===== src/opf_pkg.sv =====
// types and control encodings for the order-preserving factoriser
package opf_pkg;

    typedef struct packed {
        logic signed [31:0] element;
        logic               last_element;
    } elem_word_t;

    typedef struct packed {
        logic [7:0]         lookup_index;
        logic               is_new;
        logic signed [31:0] new_element;
        logic               table_full;
        logic [8:0]         unique_count;
        logic               last_result;
    } res_word_t;

    typedef enum logic [1:0] {
        ST_IDLE,
        ST_SCAN,
        ST_FINISH
    } opf_state_t;

    typedef struct packed {
        logic load;
        logic scan;
        logic finish;
    } opf_cmd_t;

    typedef struct packed {
        logic empty;
        logic hit;
        logic miss_done;
        logic res_free;
    } opf_status_t;

endpackage


===== src/opf_ctrl.sv =====
// sequencer: accept, scan the table, then hand over the result
module opf_ctrl (
    input  logic                clk,
    input  logic                rst_n,
    input  logic                elem_valid,
    output logic                elem_stall,
    input  opf_pkg::opf_status_t status,
    output opf_pkg::opf_cmd_t    cmd
);

    opf_pkg::opf_state_t state_reg;
    opf_pkg::opf_state_t state_next;

    always_ff @(posedge clk or negedge rst_n)
    begin
        if (!rst_n)
        begin
            state_reg <= opf_pkg::ST_IDLE;
        end
        else
        begin
            state_reg <= state_next;
        end
    end

    always_comb
    begin
        state_next = state_reg;
        cmd        = '0;
        elem_stall = 1'b1;
        case (state_reg)
            opf_pkg::ST_IDLE:
            begin
                elem_stall = 1'b0;
                if (elem_valid)
                begin
                    cmd.load = 1'b1;
                    // empty table: nothing to compare against
                    state_next = status.empty ? opf_pkg::ST_FINISH : opf_pkg::ST_SCAN;
                end
            end
            opf_pkg::ST_SCAN:
            begin
                cmd.scan = 1'b1;
                if (status.hit || status.miss_done)
                begin
                    state_next = opf_pkg::ST_FINISH;
                end
            end
            opf_pkg::ST_FINISH:
            begin
                if (status.res_free)
                begin
                    cmd.finish = 1'b1;
                    state_next = opf_pkg::ST_IDLE;
                end
            end
            default:
            begin
                state_next = opf_pkg::ST_IDLE;
            end
        endcase
    end

endmodule


===== config.mk =====
export PLATFORM = sky130hd
export DESIGN_NAME = opf_ctrl
export DESIGN_NICKNAME = d
export VERILOG_FILES = /design/src/opf_pkg.sv /design/src/opf_ctrl.sv
export SDC_FILE = /design/constraint.sdc
export NUM_CORES = 1
export LEC_CHECK = 0
export ABC_CLOCK_PERIOD_IN_PS = 1100
export BUFFER_PORTS_ARGS = -buffer_cell sky130_fd_sc_hd__buf_2
export CAP_MARGIN = 10
export CORE_AREA = 2 2 39 41
export CTS_CLUSTER_DIAMETER = 200
export DETAILED_ROUTE_END_ITERATION = 8
export DIE_AREA = 0 0 41 43
export PLACE_DENSITY = 0.4
export SYNTH_ARGS = -nofsm -noshare
export SYNTH_HDL_FRONTEND = slang
export SYNTH_SLANG_ARGS = --single-unit

===== constraint.sdc =====
create_clock -name clk -period 1.1 [get_ports clk]
set_input_delay 0.055 -clock clk [delete_from_list [all_inputs] [get_ports clk]]
set_output_delay 0.055 -clock clk [all_outputs]
set_load 0.02 [all_outputs]

==> flow_metrics.tcl <==
set metrics [dict create \
    cts_sinks 2 \
    globalplace.congestion 0.636 \
    setup_viol 4 \
    status "complete, but fails checks" \
    p_per_area_mw_per_mm2 1780 \
    grt_use_total 0.0582 \
    fp.dieW_um 41 \
    die_area_mm2 0.00176 \
    setup.worst_path.start_class "flop" \
    path_clk_slew_ps 30 \
    ant_nets 0 \
    regArea_um2 50.0 \
    critPathMostFrequentCell "buf_6" \
    routedWlPerCell_um 8.87 \
    crit_arrival_ps 1070 \
    violations "negative setup slack" \
    nets 40 \
    r2r_end "state_reg[0]$_DFFE_PN0P_" \
    finClkSkew_ps 2.52 \
    stdcell_area_um2 302 \
    period_minus_slack_ps 1130 \
    num_vias 158 \
    final_common_cell "buf_2" \
    yosysSeqAreaShare 0.364 \
    end_kind "primary output" \
    critPathMaxFanout 5 \
    slowest_delay_ps 380 \
    clock_latency_ps 220 \
    drive_gt1_frac 0.677 \
    routed_via_density 3.36 \
    worst_ir_drop_vdd_mv 0.417 \
    worstPathRequired_ps 1040 \
    grt_pass1_wl_um 621 \
    io_buffers 10 \
    fin_ws_ps -26.2 \
    syn_nets 21 \
    power_mw 0.538 \
    cp_cell_sequence "buf_6 > and3b_2 > buf_6" \
    critPathKind "reg2out" \
    synthCells 14 \
    tightest_slew_ps 184 \
    rrSetupSlack_ps 0 \
    cts_tree "built" \
    rr_worst_depth 3 \
    yosys_warnings 0 \
    num_rows 14 \
    ioPinCount 11 \
    final_cell_mix "buf_2, buf_6, clkbuf_4, or3b_1, dfrtp_1" \
    r2r_start "state_reg[0]$_DFFE_PN0P_" \
    gr-total-overflow 0 \
    cts_buffers 3 \
    die_y_um 43 \
    first_global_vias 155 \
    ys_ff_latch 2 \
    crit_start "state_reg[1]$_DFFE_PN0P_" \
    stdcell_count 47 \
    core_mm2 0.00138 \
    p_leak_nw 0.153 \
    crit_end "cmd[0]" \
    yosysUniqueCellTypes 11 \
    netlist_area_um2 138 \
    drt_iter0_markers 0 \
    drcViolationCount 0 \
    dpl_cell_area_um2 210 \
    clk_path_buf_depth 2 \
    hold_viol 0 \
    fmax_mhz 888 \
    cts_root_buf "clkbuf_4" \
    insertedDiodeCount 0 \
    drt-total-wl_um 417 \
    rsz0062_at_grt "yes" \
    drv_slew 0 \
    multi_input_area_um2 96.3 \
    cap_violations 0 \
    dp_cells 40 \
    initial_core_util 0.0995 \
    firstDrtPassIters 1 \
    grt_max_degree 6 \
    avgSynthCellArea_um2 9.83 \
    hold_path_class "in2reg" \
    h-tree-depth 1 \
    finalCritPeriodShare 1.02 \
    area_growth_syn_to_layout_pct 119 \
    slew_headroom 0.877 \
    num-fill-cells 149 \
    crit_slowest_cell "dfrtp_1" \
    largest_register_ffs 2 \
    antenna_found_initial 0 \
]
cells by family (layout without fill, tap and decap cells):
family / count (synthesis) / after routing / share of synthesized area
flip-flops: 2 / 2 / 0.364
buffers and inverters: 1 / 18 / 0.0272
AND/OR/NAND/NOR: 9 / 9 / 0.509
AO/OA/AOI/OAI: 2 / 2 / 0.100
cells in the mapped netlist:
cell      number  area, um^2
nor2b_1        1        6.26
or2_2          2        12.5
dfrtp_1        2        50.1
nor2_1         1        3.75
nor3b_1        1        7.51
or3b_1         2        17.5
a211o_1        1        8.76
a21oi_1        1        5.00
and3b_2        1        10.0
inv_1          1        3.75
and4bb_1       1        12.5
where the power goes:
part	internal (mW)	leakage, nW	switching (mW)
clock network	0.120	0.0138	0.0427
registers	0.0917	0.0258	0.0151
logic	0.152	0.113	0.116
total	0.364	0.153	0.174
layout make-up:
class	count	area share
sequential	2	0.166
inverter	1	0.0124
clock buffer	3	0.0747
multi-input combinational	11	0.320
tap	16	0.0664
timing repair buffer	14	0.361
metrics by stage:
| stage | setup TNS [ps] | hold WS (ps) | setup WS [ps] | utilization |
|---|---|---|---|---|
| after floorplan | 0 | -241 | 70.5 | - |
| after global placement | 0 | -154 | 80.3 | 0.152 |
| after detailed placement | 0 | -156 | 79.6 | 0.152 |
| after CTS | -102 | 92.3 | -59.2 | 0.212 |
| after global routing | -311 | 113 | -72.3 | 0.218 |
| final | -54.3 | 98.9 | -26.2 | 0.218 |
worst min-delay path by stage:
stage / from / end / slack (ps) / cells past startpoint
2_1_floorplan: rst_n / state_reg[0]$_DFFE_PN0P_ / -240 / 0
5_1_grt: status[2] / state_reg[0]$_DFFE_PN0P_ / 110 / 3
3_5_place_dp: rst_n / state_reg[0]$_DFFE_PN0P_ / -160 / 1
3_3_place_gp: rst_n / state_reg[0]$_DFFE_PN0P_ / -150 / 1
4_1_cts: status[2] / state_reg[0]$_DFFE_PN0P_ / 90 / 3
6_report: status[3] / state_reg[0]$_DFFE_PN0P_ / 100 / 3
critical path, delay by kind of cell, from the launching register on:
| kind | cells | cell delay (ps) |
|---|---|---|
| buf+inv | 2 | 260 |
| flops | 1 | 380 |
| simple gates | 1 | 200 |
layer usage:
metal  up-vias  GRT usage  wire length (um)
li1         86          -                 -
met4         0     0.0400                 6
met3         2     0.0628                55
met5         -          0                 0
met1        59     0.0740               225
met2        11     0.0531               129
what timing repair did:
item                       4_1_cts  5_1_grt
hold buffers                     1        0
pin swaps                        3        2
resized for setup                9        2
hold endpoints to repair         2        0
setup endpoints to repair        2        6
setup buffers                    3        0
(Power assumes the default switching activity.)
